<file path="src/sv/depth_pixel_backprojection_macros.svh">
// assertion macros shared by the depth back-projection block
`ifndef DEPTH_PIXEL_BACKPROJECTION_MACROS_SVH
`define DEPTH_PIXEL_BACKPROJECTION_MACROS_SVH

// checked outside reset
`define DPB_ASSERT(name, prop, msg) \
  name: assert property (@(posedge clk) disable iff (rst) prop) else $error(msg);

// checked during reset as well
`define DPB_ASSERT_ALWAYS(name, prop, msg) \
  name: assert property (@(posedge clk) prop) else $error(msg);

`endif

</file>
<file path="src/sv/dpb_pkg.sv">
// types and constants shared by the depth back-projection block
`default_nettype none

package dpb_pkg;

  // datapath operation codes
  typedef logic [3:0] op_t;
  localparam op_t OP_NONE = 4'd0;
  localparam op_t OP_MX   = 4'd1;
  localparam op_t OP_MY   = 4'd2;
  localparam op_t OP_Z    = 4'd3;
  localparam op_t OP_XL   = 4'd4;
  localparam op_t OP_XH   = 4'd5;
  localparam op_t OP_XS   = 4'd6;
  localparam op_t OP_YL   = 4'd7;
  localparam op_t OP_YH   = 4'd8;
  localparam op_t OP_YS   = 4'd9;

  // register indexes
  typedef logic [2:0] cfg_idx_t;
  localparam cfg_idx_t CFG_PRINCIPAL_X  = 3'd0;
  localparam cfg_idx_t CFG_PRINCIPAL_Y  = 3'd1;
  localparam cfg_idx_t CFG_SCALE_X      = 3'd2;
  localparam cfg_idx_t CFG_SCALE_Y      = 3'd3;
  localparam cfg_idx_t CFG_DEPTH_SCALE  = 3'd4;
  localparam cfg_idx_t CFG_FRAME_WIDTH  = 3'd5;
  localparam cfg_idx_t CFG_FRAME_HEIGHT = 3'd6;
  localparam cfg_idx_t CFG_COLOR_ORDER  = 3'd7;

  // colour order codes
  localparam logic [1:0] ORDER_RGB  = 2'd0;
  localparam logic [1:0] ORDER_BGR  = 2'd1;
  localparam logic [1:0] ORDER_MONO = 2'd2;

  localparam logic [31:0] DEPTH_SCALE_RESET = 32'd4294967;
  localparam logic [12:0] WIDTH_RESET       = 13'd640;
  localparam logic [12:0] HEIGHT_RESET      = 13'd480;
  localparam logic [7:0]  ALPHA_VALUE       = 8'd255;
  localparam logic [31:0] Q1616_POS_MAX     = 32'h7fff_ffff;
  localparam logic [32:0] Q1616_NEG_MAG     = 33'h0_8000_0000;

  typedef struct packed {
    logic load;
    op_t  op;
    logic publish;
  } dp_cmd_t;

  typedef struct packed {
    logic out_busy;
  } dp_status_t;

endpackage

`default_nettype wire

</file>
<file path="src/sv/dpb_ctrl.sv">
// sequencer for the depth back-projection datapath
`default_nettype none

module dpb_ctrl (
  input  wire                 clk,
  input  wire                 rst,
  input  wire                 in_valid,
  output logic                in_ready,
  input  dpb_pkg::dp_status_t status,
  output dpb_pkg::dp_cmd_t    cmd
);

  localparam logic [3:0] S_IDLE = 4'd0;
  localparam logic [3:0] S_MX   = 4'd1;
  localparam logic [3:0] S_MY   = 4'd2;
  localparam logic [3:0] S_Z    = 4'd3;
  localparam logic [3:0] S_XL   = 4'd4;
  localparam logic [3:0] S_XH   = 4'd5;
  localparam logic [3:0] S_XS   = 4'd6;
  localparam logic [3:0] S_YL   = 4'd7;
  localparam logic [3:0] S_YH   = 4'd8;
  localparam logic [3:0] S_YS   = 4'd9;
  localparam logic [3:0] S_OUT  = 4'd10;

  logic [3:0] state;
  logic [3:0] state_next;

  assign in_ready = (state == S_IDLE);

  always_comb begin
    state_next  = state;
    cmd.load    = 1'b0;
    cmd.op      = dpb_pkg::OP_NONE;
    cmd.publish = 1'b0;
    case (state)
      S_IDLE: begin
        if (in_valid) begin
          cmd.load   = 1'b1;
          state_next = S_MX;
        end
      end
      S_MX: begin
        cmd.op     = dpb_pkg::OP_MX;
        state_next = S_MY;
      end
      S_MY: begin
        cmd.op     = dpb_pkg::OP_MY;
        state_next = S_Z;
      end
      S_Z: begin
        cmd.op     = dpb_pkg::OP_Z;
        state_next = S_XL;
      end
      S_XL: begin
        cmd.op     = dpb_pkg::OP_XL;
        state_next = S_XH;
      end
      S_XH: begin
        cmd.op     = dpb_pkg::OP_XH;
        state_next = S_XS;
      end
      S_XS: begin
        cmd.op     = dpb_pkg::OP_XS;
        state_next = S_YL;
      end
      S_YL: begin
        cmd.op     = dpb_pkg::OP_YL;
        state_next = S_YH;
      end
      S_YH: begin
        cmd.op     = dpb_pkg::OP_YH;
        state_next = S_YS;
      end
      S_YS: begin
        cmd.op     = dpb_pkg::OP_YS;
        state_next = S_OUT;
      end
      S_OUT: begin
        if (!status.out_busy) begin
          cmd.publish = 1'b1;
          state_next  = S_IDLE;
        end
      end
      default: begin
        state_next = S_IDLE;
      end
    endcase
  end

  always_ff @(posedge clk) begin
    if (rst) begin
      state <= S_IDLE;
    end else begin
      state <= state_next;
    end
  end

endmodule

`default_nettype wire

</file>
<file path="src/sv/dpb_datapath.sv">
// registers, counters, shared multiplier and output stage of the back-projection
`default_nettype none

module dpb_datapath #(
  parameter int COORD_BITS = 12
) (
  input  wire                      clk,
  input  wire                      rst,
  input  dpb_pkg::dp_cmd_t         cmd,
  output dpb_pkg::dp_status_t      status,
  input  wire                      cfg_valid,
  input  wire [2:0]                cfg_index,
  input  wire [31:0]               cfg_data,
  input  wire [15:0]               depth_raw,
  input  wire [7:0]                color_byte0,
  input  wire [7:0]                color_byte1,
  input  wire [7:0]                color_byte2,
  output logic                     out_valid,
  input  wire                      out_ready,
  output logic signed [31:0]       point_x,
  output logic signed [31:0]       point_y,
  output logic [30:0]              point_z,
  output logic                     point_valid,
  output logic [7:0]               red,
  output logic [7:0]               green,
  output logic [7:0]               blue,
  output logic [7:0]               alpha,
  output logic                     end_of_row,
  output logic                     end_of_frame
);

  localparam int MAG_W = (COORD_BITS + 4 > 16) ? COORD_BITS + 4 : 16;
  localparam int D_W   = MAG_W + 1;
  localparam int M_W   = MAG_W + 16;
  localparam int A_W   = (M_W > 32) ? M_W : 32;
  localparam int P_W   = A_W + 16;
  localparam int ACC_W = P_W + 1;
  localparam int R_W   = ACC_W - 4;
  localparam int CMP_W = (COORD_BITS + 1 > 13) ? COORD_BITS + 1 : 13;

  // configuration
  logic [15:0] principal_x;
  logic [15:0] principal_y;
  logic [31:0] scale_x;
  logic [31:0] scale_y;
  logic [31:0] depth_scale;
  logic [12:0] frame_width;
  logic [12:0] frame_height;
  logic [1:0]  color_order;

  // pixel position
  logic [COORD_BITS-1:0] column_count;
  logic [COORD_BITS-1:0] row_count;

  // captured item
  logic [15:0]      depth;
  logic             nonzero;
  logic [MAG_W-1:0] magx;
  logic [MAG_W-1:0] magy;
  logic             negx;
  logic             negy;
  logic [7:0]       r_q;
  logic [7:0]       g_q;
  logic [7:0]       b_q;
  logic             eor_q;
  logic             eof_q;

  // arithmetic results
  logic [M_W-1:0]   mx;
  logic [M_W-1:0]   my;
  logic [ACC_W-1:0] acc;
  logic [31:0]      px;
  logic [31:0]      py;
  logic [30:0]      pz;

  always_ff @(posedge clk) begin
    if (rst) begin
      principal_x  <= '0;
      principal_y  <= '0;
      scale_x      <= '0;
      scale_y      <= '0;
      depth_scale  <= dpb_pkg::DEPTH_SCALE_RESET;
      frame_width  <= dpb_pkg::WIDTH_RESET;
      frame_height <= dpb_pkg::HEIGHT_RESET;
      color_order  <= dpb_pkg::ORDER_RGB;
    end else if (cfg_valid) begin
      case (cfg_index)
        dpb_pkg::CFG_PRINCIPAL_X:  principal_x  <= cfg_data[15:0];
        dpb_pkg::CFG_PRINCIPAL_Y:  principal_y  <= cfg_data[15:0];
        dpb_pkg::CFG_SCALE_X:      scale_x      <= cfg_data;
        dpb_pkg::CFG_SCALE_Y:      scale_y      <= cfg_data;
        dpb_pkg::CFG_DEPTH_SCALE:  depth_scale  <= cfg_data;
        dpb_pkg::CFG_FRAME_WIDTH:  frame_width  <= cfg_data[12:0];
        dpb_pkg::CFG_FRAME_HEIGHT: frame_height <= cfg_data[12:0];
        dpb_pkg::CFG_COLOR_ORDER:  color_order  <= cfg_data[1:0];
        default: ;
      endcase
    end
  end

  // offsets from the principal point, Q.4 pixels
  logic [D_W-1:0] dx;
  logic [D_W-1:0] dy;
  assign dx = D_W'({column_count, 4'b0000}) - D_W'(principal_x);
  assign dy = D_W'({row_count, 4'b0000}) - D_W'(principal_y);

  // end of row and frame
  logic [CMP_W-1:0] col_inc;
  logic [CMP_W-1:0] row_inc;
  logic             eor;
  logic             eof;
  assign col_inc = CMP_W'(column_count) + CMP_W'(1);
  assign row_inc = CMP_W'(row_count) + CMP_W'(1);
  assign eor     = (col_inc >= CMP_W'(frame_width));
  assign eof     = eor && (row_inc >= CMP_W'(frame_height));

  always_ff @(posedge clk) begin
    if (rst) begin
      column_count <= '0;
      row_count    <= '0;
    end else if (cmd.load) begin
      if (eor) begin
        column_count <= '0;
        row_count    <= eof ? '0 : row_inc[COORD_BITS-1:0];
      end else begin
        column_count <= col_inc[COORD_BITS-1:0];
      end
    end
  end

  always_ff @(posedge clk) begin
    if (cmd.load) begin
      depth   <= depth_raw;
      nonzero <= (depth_raw != 16'd0);
      negx    <= dx[D_W-1];
      negy    <= dy[D_W-1];
      magx    <= dx[D_W-1] ? MAG_W'(D_W'(0) - dx) : dx[MAG_W-1:0];
      magy    <= dy[D_W-1] ? MAG_W'(D_W'(0) - dy) : dy[MAG_W-1:0];
      eor_q   <= eor;
      eof_q   <= eof;
      case (color_order)
        dpb_pkg::ORDER_BGR: begin
          r_q <= color_byte2;
          g_q <= color_byte1;
          b_q <= color_byte0;
        end
        dpb_pkg::ORDER_MONO: begin
          r_q <= color_byte0;
          g_q <= color_byte0;
          b_q <= color_byte0;
        end
        default: begin
          r_q <= color_byte0;
          g_q <= color_byte1;
          b_q <= color_byte2;
        end
      endcase
    end
  end

  // shared multiplier
  logic [A_W-1:0] mul_a;
  logic [15:0]    mul_b;
  logic [P_W-1:0] prod;

  always_comb begin
    case (cmd.op)
      dpb_pkg::OP_MX: begin
        mul_a = A_W'(magx);
        mul_b = depth;
      end
      dpb_pkg::OP_MY: begin
        mul_a = A_W'(magy);
        mul_b = depth;
      end
      dpb_pkg::OP_Z: begin
        mul_a = A_W'(depth_scale);
        mul_b = depth;
      end
      dpb_pkg::OP_XL: begin
        mul_a = A_W'(mx);
        mul_b = scale_x[15:0];
      end
      dpb_pkg::OP_XH: begin
        mul_a = A_W'(mx);
        mul_b = scale_x[31:16];
      end
      dpb_pkg::OP_YL: begin
        mul_a = A_W'(my);
        mul_b = scale_y[15:0];
      end
      dpb_pkg::OP_YH: begin
        mul_a = A_W'(my);
        mul_b = scale_y[31:16];
      end
      default: begin
        mul_a = '0;
        mul_b = '0;
      end
    endcase
  end

  assign prod = P_W'(mul_a) * P_W'(mul_b);

  // z rounding, half up from Q.32
  logic [48:0] z_sum;
  logic [32:0] z_round;
  assign z_sum   = {1'b0, prod[47:0]} + 49'h0_0000_0000_8000;
  assign z_round = z_sum[48:16];

  // lateral rounding result and saturation with sign
  logic [R_W-1:0] rmag;
  logic           neg_sel;
  logic [31:0]    lat;
  assign rmag    = acc[ACC_W-1:4];
  assign neg_sel = (cmd.op == dpb_pkg::OP_YS) ? negy : negx;

  always_comb begin
    if (neg_sel) begin
      lat = (rmag > R_W'(dpb_pkg::Q1616_NEG_MAG)) ? 32'h8000_0000 : (32'd0 - rmag[31:0]);
    end else begin
      lat = (rmag > R_W'(dpb_pkg::Q1616_POS_MAX)) ? dpb_pkg::Q1616_POS_MAX : rmag[31:0];
    end
  end

  always_ff @(posedge clk) begin
    case (cmd.op)
      dpb_pkg::OP_MX: mx <= prod[M_W-1:0];
      dpb_pkg::OP_MY: my <= prod[M_W-1:0];
      dpb_pkg::OP_Z: begin
        pz <= (z_round > 33'(dpb_pkg::Q1616_POS_MAX)) ? 31'h7fff_ffff : z_round[30:0];
      end
      dpb_pkg::OP_XL: acc <= ACC_W'(prod) + ACC_W'(20'h8_0000);
      dpb_pkg::OP_YL: acc <= ACC_W'(prod) + ACC_W'(20'h8_0000);
      dpb_pkg::OP_XH: acc <= ACC_W'(prod) + (acc >> 16);
      dpb_pkg::OP_YH: acc <= ACC_W'(prod) + (acc >> 16);
      dpb_pkg::OP_XS: px <= lat;
      dpb_pkg::OP_YS: py <= lat;
      default: ;
    endcase
  end

  // output register
  assign status.out_busy = out_valid && !out_ready;

  always_ff @(posedge clk) begin
    if (rst) begin
      out_valid <= 1'b0;
    end else if (cmd.publish) begin
      out_valid <= 1'b1;
    end else if (out_ready) begin
      out_valid <= 1'b0;
    end
  end

  always_ff @(posedge clk) begin
    if (cmd.publish) begin
      point_x      <= nonzero ? px : 32'd0;
      point_y      <= nonzero ? py : 32'd0;
      point_z      <= nonzero ? pz : 31'd0;
      point_valid  <= nonzero;
      red          <= r_q;
      green        <= g_q;
      blue         <= b_q;
      alpha        <= dpb_pkg::ALPHA_VALUE;
      end_of_row   <= eor_q;
      end_of_frame <= eof_q;
    end
  end

endmodule

`default_nettype wire

</file>
<file path="src/sv/depth_pixel_backprojection.sv">
// top level of the pinhole depth-pixel back-projection block
//
//   channel | direction | handshake            | beat payload
//   --------+-----------+----------------------+------------------------------------------
//   in      | input     | in_valid / in_ready   | depth_raw, color_byte0..2
//   out     | output    | out_valid / out_ready | point_x/y/z, point_valid, rgb, alpha, flags
//   cfg     | input     | cfg_valid / cfg_ready | cfg_index, cfg_data
//
// one input beat per pass, taken only while idle: an accept step, nine steps through the single
// 32x16 multiplier and its accumulator, and a publish step that loads the output register
// reset is synchronous; it returns registers to their defaults and clears both counters
// the output register holds a finished point while the next pixel is worked on; if the
// sink stalls, the sequencer waits in its last step until the register frees up
// cfg writes are taken every cycle, and are meant to land only while the block is idle
`default_nettype none
`include "depth_pixel_backprojection_macros.svh"

module depth_pixel_backprojection #(
  parameter int COORD_BITS = 12
) (
  input  wire                clk,
  input  wire                rst,
  // pixel input
  input  wire                in_valid,
  output logic               in_ready,
  input  wire [15:0]         depth_raw,
  input  wire [7:0]          color_byte0,
  input  wire [7:0]          color_byte1,
  input  wire [7:0]          color_byte2,
  // point output
  output logic               out_valid,
  input  wire                out_ready,
  output logic signed [31:0] point_x,
  output logic signed [31:0] point_y,
  output logic [30:0]        point_z,
  output logic               point_valid,
  output logic [7:0]         red,
  output logic [7:0]         green,
  output logic [7:0]         blue,
  output logic [7:0]         alpha,
  output logic               end_of_row,
  output logic               end_of_frame,
  // register writes
  input  wire                cfg_valid,
  output logic               cfg_ready,
  input  wire [2:0]          cfg_index,
  input  wire [31:0]         cfg_data
);

  dpb_pkg::dp_cmd_t    cmd;
  dpb_pkg::dp_status_t status;

  // registers are plain flops, so a write beat never stalls
  assign cfg_ready = 1'b1;

  // sequencer: accept, multiply steps, publish
  dpb_ctrl u_ctrl (
    .clk      (clk),
    .rst      (rst),
    .in_valid (in_valid),
    .in_ready (in_ready),
    .status   (status),
    .cmd      (cmd)
  );

  // counters, config, multiplier, rounding and the output register
  dpb_datapath #(
    .COORD_BITS (COORD_BITS)
  ) u_datapath (
    .clk          (clk),
    .rst          (rst),
    .cmd          (cmd),
    .status       (status),
    .cfg_valid    (cfg_valid),
    .cfg_index    (cfg_index),
    .cfg_data     (cfg_data),
    .depth_raw    (depth_raw),
    .color_byte0  (color_byte0),
    .color_byte1  (color_byte1),
    .color_byte2  (color_byte2),
    .out_valid    (out_valid),
    .out_ready    (out_ready),
    .point_x      (point_x),
    .point_y      (point_y),
    .point_z      (point_z),
    .point_valid  (point_valid),
    .red          (red),
    .green        (green),
    .blue         (blue),
    .alpha        (alpha),
    .end_of_row   (end_of_row),
    .end_of_frame (end_of_frame)
  );

  // one pixel in flight: the cycle after an accept takes nothing new
  `DPB_ASSERT(a_one_in_flight, in_valid && in_ready |=> !in_ready, "second pixel taken while busy")

  // an invalid point carries zero coordinates
  `DPB_ASSERT(a_invalid_zero, out_valid && !point_valid |-> point_x == 0 && point_y == 0 && point_z == 0, "invalid point with nonzero xyz")

  // the frame ends only on a row end
  `DPB_ASSERT(a_eof_on_eor, out_valid && end_of_frame |-> end_of_row, "frame end without row end")

  // reset leaves the output empty and the input open
  `DPB_ASSERT_ALWAYS(a_reset_state, rst |=> !out_valid && in_ready, "bad state after reset")

endmodule

`default_nettype wire
</file>
<file path="config.mk">
export PLATFORM = sky130hd
export DESIGN_NAME = depth_pixel_backprojection
export DESIGN_NICKNAME = d
export VERILOG_FILES = /design/src/sv/dpb_pkg.sv /design/src/sv/dpb_ctrl.sv /design/src/sv/dpb_datapath.sv /design/src/sv/depth_pixel_backprojection.sv
export VERILOG_INCLUDE_DIRS = /design/src /design/src/sv
export SDC_FILE = /design/constraint.sdc
export NUM_CORES = 2
export LEC_CHECK = 0
export BUFFER_PORTS_ARGS = -buffer_cell sky130_fd_sc_hd__buf_2
export CAP_MARGIN = 20
export CORE_MARGIN = 4
export CORE_UTILIZATION = 59
export CTS_CLUSTER_DIAMETER = 200
export DETAILED_ROUTE_END_ITERATION = 12
export PLACE_DENSITY = 0.77
export SLEW_MARGIN = 10
export SYNTH_ARGS = -nofsm -noshare
export SYNTH_HDL_FRONTEND = slang
export SYNTH_SLANG_ARGS = --single-unit
export TNS_END_PERCENT = 100
</file>
<file path="constraint.sdc">
create_clock -name clk -period 13.95 [get_ports clk]
set_input_delay 2.79 -clock clk [delete_from_list [all_inputs] [get_ports clk]]
set_output_delay 2.79 -clock clk [all_outputs]
set_load 0.01 [all_outputs]
</file>
# After elaboration in Yosys (flattened, before gate mapping)
# Index checks and enable logic that the tools add are counted.
totals:
  memories: 0
  out_inout_bits: 133
  wordCells: 132
  rom_bits: 0
  mem_bits_rw: 0
  latch_bits: 0
  reg_bits: 592
classes:
  shift: 0
  order_cmp: 5
  mux: 24
  n_eq_ne: 30
  mul: 1
  div: 0
  add_sub_neg: 10
  reduce_logical: 24
  n_bitwise: 0
ops:
  columns: ["op", "count"]
  rows:
  - ["$pmux W32 S5", 1]
  - ["$pmux W49 S2", 1]
  - ["$mux W32", 3]
  - ["$pmux W16 S5", 1]
  - ["$add A48 B16 Y49 const B", 1]
  - ["$add A48 B20 Y49 const B", 1]
  - ["$add A48 B33 Y49", 1]
  - ["$mul A32 B16 Y48", 1]
  - ["$gt A45 B31 Y1 const B", 1]
  - ["$gt A45 B32 Y1 const B", 1]
  - ["$pmux W4 S11", 1]
  - ["$pmux W4 S9", 1]
  - ["$sub A16 B16 Y17", 2]
  - ["$gt A33 B31 Y1 const B", 1]
  - ["$eq A4 B3 Y1 const B", 8]
  - ["$mux W16", 2]
  - ["$sub A1 B16 Y16 const A", 2]
  - ["$sub A1 B32 Y32 const A", 1]
  - ["$add A12 B1 Y13 const B", 2]
  - ["$ge A13 B13 Y1", 2]
  - ["$mux W12", 2]
  - ["$mux W8", 3]
  - ["$eq A4 B4 Y1 const B", 5]
  - ["$reduce_and A2 Y1", 10]
  - ["18 further kinds", 40]

# Longest topological paths before layout
depth:
  depth_word: 8
  depth_mapped: 41
  mapped_depth_nobuf: 35

# Modules after synthesis
# From an unflattened synthesis, not the netlist that was laid out.
hier_totals:
  cells_unflattened: 4746
  hier_area_um2: 44547.7
by_module_without_submodules:
  columns: ["mod", "cells_per_inst", "instances", "area_per_inst_um2"]
  rows:
  - ["dpb_datapath", 4714, 1, 44303.7]
  - ["dpb_ctrl", 30, 1, 232.7]
  - ["depth_pixel_backprojection", 2, 1, 11.3]

# Least setup slack after synthesis
# No wires, ideal clock.
synth_timing:
  kind: "input-to-reg"
  startpoint: "in out_ready"
  endpoint: "reg u_datapath.blue[0] (enable)"
  t_required_ps: 13198
  stages: 2
  t_arrival_ps: 11074
  path_buffers: 0
  setup_slack_ps: 2124
  setup_ps: 752
  path_cell_list: "nor2b_1 -> nor3_1"
synth_rtl:
  columns: ["item", "line", "source"]
  rows:
  - ["start, declared", "depth_pixel_backprojection.sv:32", "input wire out_ready,"]
  - ["end signal, assigned", "dpb_datapath.sv:264", "blue <= b_q;"]
  - ["end, declared", "dpb_datapath.sv:26", "output logic [7:0] blue,"]

# Final worst setup path
layout_timing:
  startpoint: "reg u_ctrl.state[2]"
  endpoint: "reg u_datapath.pz[1], data pin"
layout_between:
  elab_chain_len: 8
  word_cells_on_any_way: 25
  cone_classes: "1 x add/sub; 1 x mul; 1 x order compare; 16 x eq/ne; 3 x mux; 3 x reduce/logical"
layout_rtl:
  columns: ["item", "line", "source"]
  rows:
  - ["start, declared", "dpb_ctrl.sv:25", "logic [3:0] state;"]
  - ["start signal, assigned", "dpb_ctrl.sv:94", "state <= state_next;"]
  - ["$eq A4 B4 Y1 (tied with other cells)", "dpb_ctrl.sv:35", "case (state)"]
  - ["$pmux W4 S9 (*)", "dpb_ctrl.sv:35", null]
  - ["$eq A4 B1 Y1 (tied with other cells)", "dpb_datapath.sv:167", "case (cmd.op)"]
  - ["$reduce_or A3 Y1 (no line) or $reduce_or A2 Y1 (tied branches)", null, null]
  - ["$pmux W16 S5 or $pmux W32 S5 (tied branches)", "dpb_datapath.sv:167", null]
  - ["$mul A32 B16 Y48 (*)", "dpb_datapath.sv:203", "assign prod = P_W'(mul_a) * P_W'(mul_b);"]
  - ["net u_datapath.prod[19]", "dpb_datapath.sv:164", "logic [P_W-1:0] prod;"]
  - ["$add A48 B16 Y49 (*)", "dpb_datapath.sv:208", "assign z_sum = {1'b0, prod[47:0]} + 49'h0_0000_0000_8000;"]
  - ["$gt A33 B31 Y1 (*)", "dpb_datapath.sv:231", "pz <= (z_round > 33'(dpb_pkg::Q1616_POS_MAX)) ? 31'h7fff_ffff : z_round[30:0];"]
  - ["end signal, assigned", "dpb_datapath.sv:231", null]
  - ["end, declared", "dpb_datapath.sv:74", "logic [30:0] pz;"]
# Mark *: on every way through the listed nets, which the timed path passes. The rest lies on a longest branch.
# A chain may end at the register's enable or synchronous reset.

==> metrics.txt <==
drc violations=0; Final period util=81.76%; postcts setup bufs=0; worst r2r path cells=30; wire per inst=21.23 um; worst vdd ir=257.5 uV; largest net degree at the start of global routing=101; Die X=283.2 um; overall power=0.01022 W; Warnings, synthesis=0; total routed wirelength=123700 um; leading area contributor after synthesis=edfxtp_1; crit path DAT=11.79 ns; worst hold slack=0.4168 ns; via/cell ratio=5.996; area growth from synthesis to layout=8.554%; Seq/Total Area, Yosys=35.38%; vias in the first global route=34440; Post-DP Area=46510 um2; final global-route overflow total=0; DRT iter0 DRCs=3629; critical path launch point type=register; Inst Count DP=5710; FF-to-FF End=u_datapath.pz[1]; min-delay worst type=reg -> reg; hold_sp=u_datapath.g_q[7]; share of cells above drive strength 1=8.936%; Slew Limit Fails=0; cts hold-fix bufs=0; Max Fclk=87.68 MHz; clock latency on the worst-skew pair=0.65 ns; P_leak=20.08 nW; synth top area cells=edfxtp_1, fa_1, dfxtp_1; Pwr per Cell Area=210.8 nW/um2; syn avg cell area=9.470 um2; max_cap viols=0; core area=74700 um2; number of flops mapped to enable cells by yosys=403; CTS resizes=0; relative slew slack=9.144%; Worst-path clk slew=0.06 ns; count of state elements after synthesis=588; status=complete, no violations; CTS root buffer=clkbuf_16; Yosys cell types=88; CP peak stage delay=0.75 ns; Final Cell Area=48490 um2; post-synthesis instance total=4717; first-pass GRT wire length=193200 um; non-filler cells, final=5827; Worst Tran Pin Value=1.363 ns; ys async rst share=0%; CP Class=reg -> reg; Sink Count=588; Fillers=6021; fin crit period=11.40 ns; CP max-delay cell=or2_2; reg2reg start=u_ctrl.state[2]; Die Y=283.2 um; Initial Util=59.80%; clk buf depth=3; Clock Skews=0.03310 ns; top cell type's share of synthesized area=27.09%; setup TNS=0 ns; Crit path max-delay family=simple AND/OR/NAND/NOR gates; CP Buf/Inv Count=5; Detail Route Antenna Nets=0; CTS H-tree lvls=2; vias=34940; RD Place Congestion=0.9961; Most Frequent Cell on Critical Path=fa_1; hpwl dp=92440 um; DIE AREA=80180 um2; port bufs=203; row count=100; final setup fails=0; CP endpoint kind=register; mapped cell area=44670 um2; Worst Path Max Fanout=33; most frequent cells in the layout=nand2_1, inv_1, fa_1, edfxtp_1, nor2_1; CTS buffer count=61; Detailed Routing Iterations Pass 1=8; top_reg_cell synth=edfxtp_1; Hold Path Depth=0; Worst EP required=14.33 ns; RSZ-0062 raised after global routing=false; worst reg-to-reg setup slack=2.55 ns; fin nets=5518; most common cell after layout, fill and taps aside=nand2_1; gr usage total=30.47%; count of final hold-check violations=0; Worst Hold End=u_datapath.green[7]; initial antenna violation count=0; CTS tree=yes; num ports=213
## per-stage QoR
| step | util, % | setup slack [ns] |
|---|---|---|
| after CTS | 64.79 | 2.627 |
| after global placement | 62.25 | 2.586 |
| after detailed placement | 62.26 | 2.651 |
| final | 64.92 | 2.545 |
| after floorplan | - | 2.124 |
| after global routing | 64.91 | 1.799 |
## Yosys cell counts (7+ instances only)
cell      count
nand2_1     873
inv_1       557
fa_1        418
edfxtp_1    403
nor2_1      310
a21oi_1     260
clkbuf_1    216
ha_1        212
dfxtp_1     185
o21ai_0     143
and2_1      128
xnor2_1     121
nand3_1      74
nor3_1       69
xor2_1       67
nand4_1      61
a21o_1       55
a22oi_1      34
and3_1       34
nor2b_1      32
mux2_2       27
o21a_1       25
and4_1       24
nand2b_1     24
mux2i_1      23
nand3b_1     23
or3_1        22
nor4_1       21
a31oi_1      20
o211ai_1     18
o311ai_1     18
a221o_1      17
a221oi_1     16
o21bai_1     14
a211oi_1     13
o31ai_1      12
buf_4        10
nor4b_1      10
a211o_1       9
a21boi_0      9
or2_2         9
buf_2         7
## per-layer routing
metal  GRT usage [%]  vias to the layer above  part of all wire, %
li1                -                    15880                    -
met1           41.91                    16830                   40
met2           46.95                     1904                   44
met3           8.240                      332                   12
met4           10.89                        0                  4.1
met5               0                        -                    0
## kinds of logic (layout without fill, tap and decap cells)
| logic type | count (synthesis) | after routing | synth area share, % |
|---|---|---|---|
| and+or+nand+nor | 1742 | 1742 | 17.86 |
| muxes | 51 | 51 | 1.227 |
| xor gates and xnor gates | 189 | 189 | 3.736 |
| DFF | 588 | 588 | 35.38 |
| other | 1 | 10 | 0.008395 |
| buffers and inverters | 799 | 931 | 6.868 |
| AOI/OAI and AO/OA | 717 | 717 | 10.25 |
| adders and majority gates | 630 | 630 | 24.67 |
## how the worst max path moves through the flow
stage	from	to	slack, ns	depth (start not counted)
6_report	u_ctrl.state[2]	u_datapath.pz[1]	2.55	30
5_1_grt	u_ctrl.state[2]	u_datapath.pz[2]	1.80	30
4_1_cts	u_ctrl.state[2]	u_datapath.pz[1]	2.63	30
3_5_place_dp	u_ctrl.state[2]	u_datapath.pz[2]	2.65	30
3_3_place_gp	u_ctrl.state[2]	u_datapath.pz[2]	2.59	29
2_1_floorplan	out_ready	u_datapath.blue[0]	2.12	2
## registers in the layout (all words and copies together) (netlist names), 12 cells and up
| register | count |
|---|---|
| u_datapath.column_count | 12 |
| u_datapath.principal_y | 16 |
| u_datapath.scale_y | 32 |
| u_datapath.row_count | 12 |
| u_datapath.magx | 16 |
| u_datapath.frame_width | 13 |
| u_datapath.px | 32 |
| u_datapath.py | 32 |
| u_datapath.point_y | 32 |
| u_datapath.my | 32 |
| u_datapath.acc | 45 |
| u_datapath.point_x | 32 |
| u_datapath.pz | 31 |
| u_datapath.mx | 32 |
| u_datapath.magy | 16 |
| u_datapath.depth | 16 |
| u_datapath.scale_x | 32 |
| u_datapath.point_z | 31 |
| u_datapath.frame_height | 13 |
| u_datapath.depth_scale | 32 |
| u_datapath.principal_x | 16 |
## cell type report
cell class	count	area, um2	area share (%)
tap	969	1212	2.500
clock inverter	30	252.7	0.5212
multi-input combinational	3338	25960	53.55
inverter	557	2092	4.314
sequential	588	15810	32.59
antenna	1	2.502	0.005160
clock buffer	82	1637	3.375
timing repair buffer	262	1525	3.145
## where the power goes
group	internal [W]	leakage, nW	switching [W]
Clock	0.000878	0.916	0.000690
Sequential	0.00239	5.21	0.000167
Combinational	0.00213	13.9	0.00396
## worst reg2reg max path: cells and delay by family, from the launching register on
family	cells	cell delay, ns
AOI/OAI and AO/OA	2	0.74
adders and majority gates	8	3.79
buffers and inverters	5	0.50
and+or+nand+nor	13	4.36
xor gates and xnor gates	2	1.03
DFF	1	0.73
(Power assumes the default switching activity.)
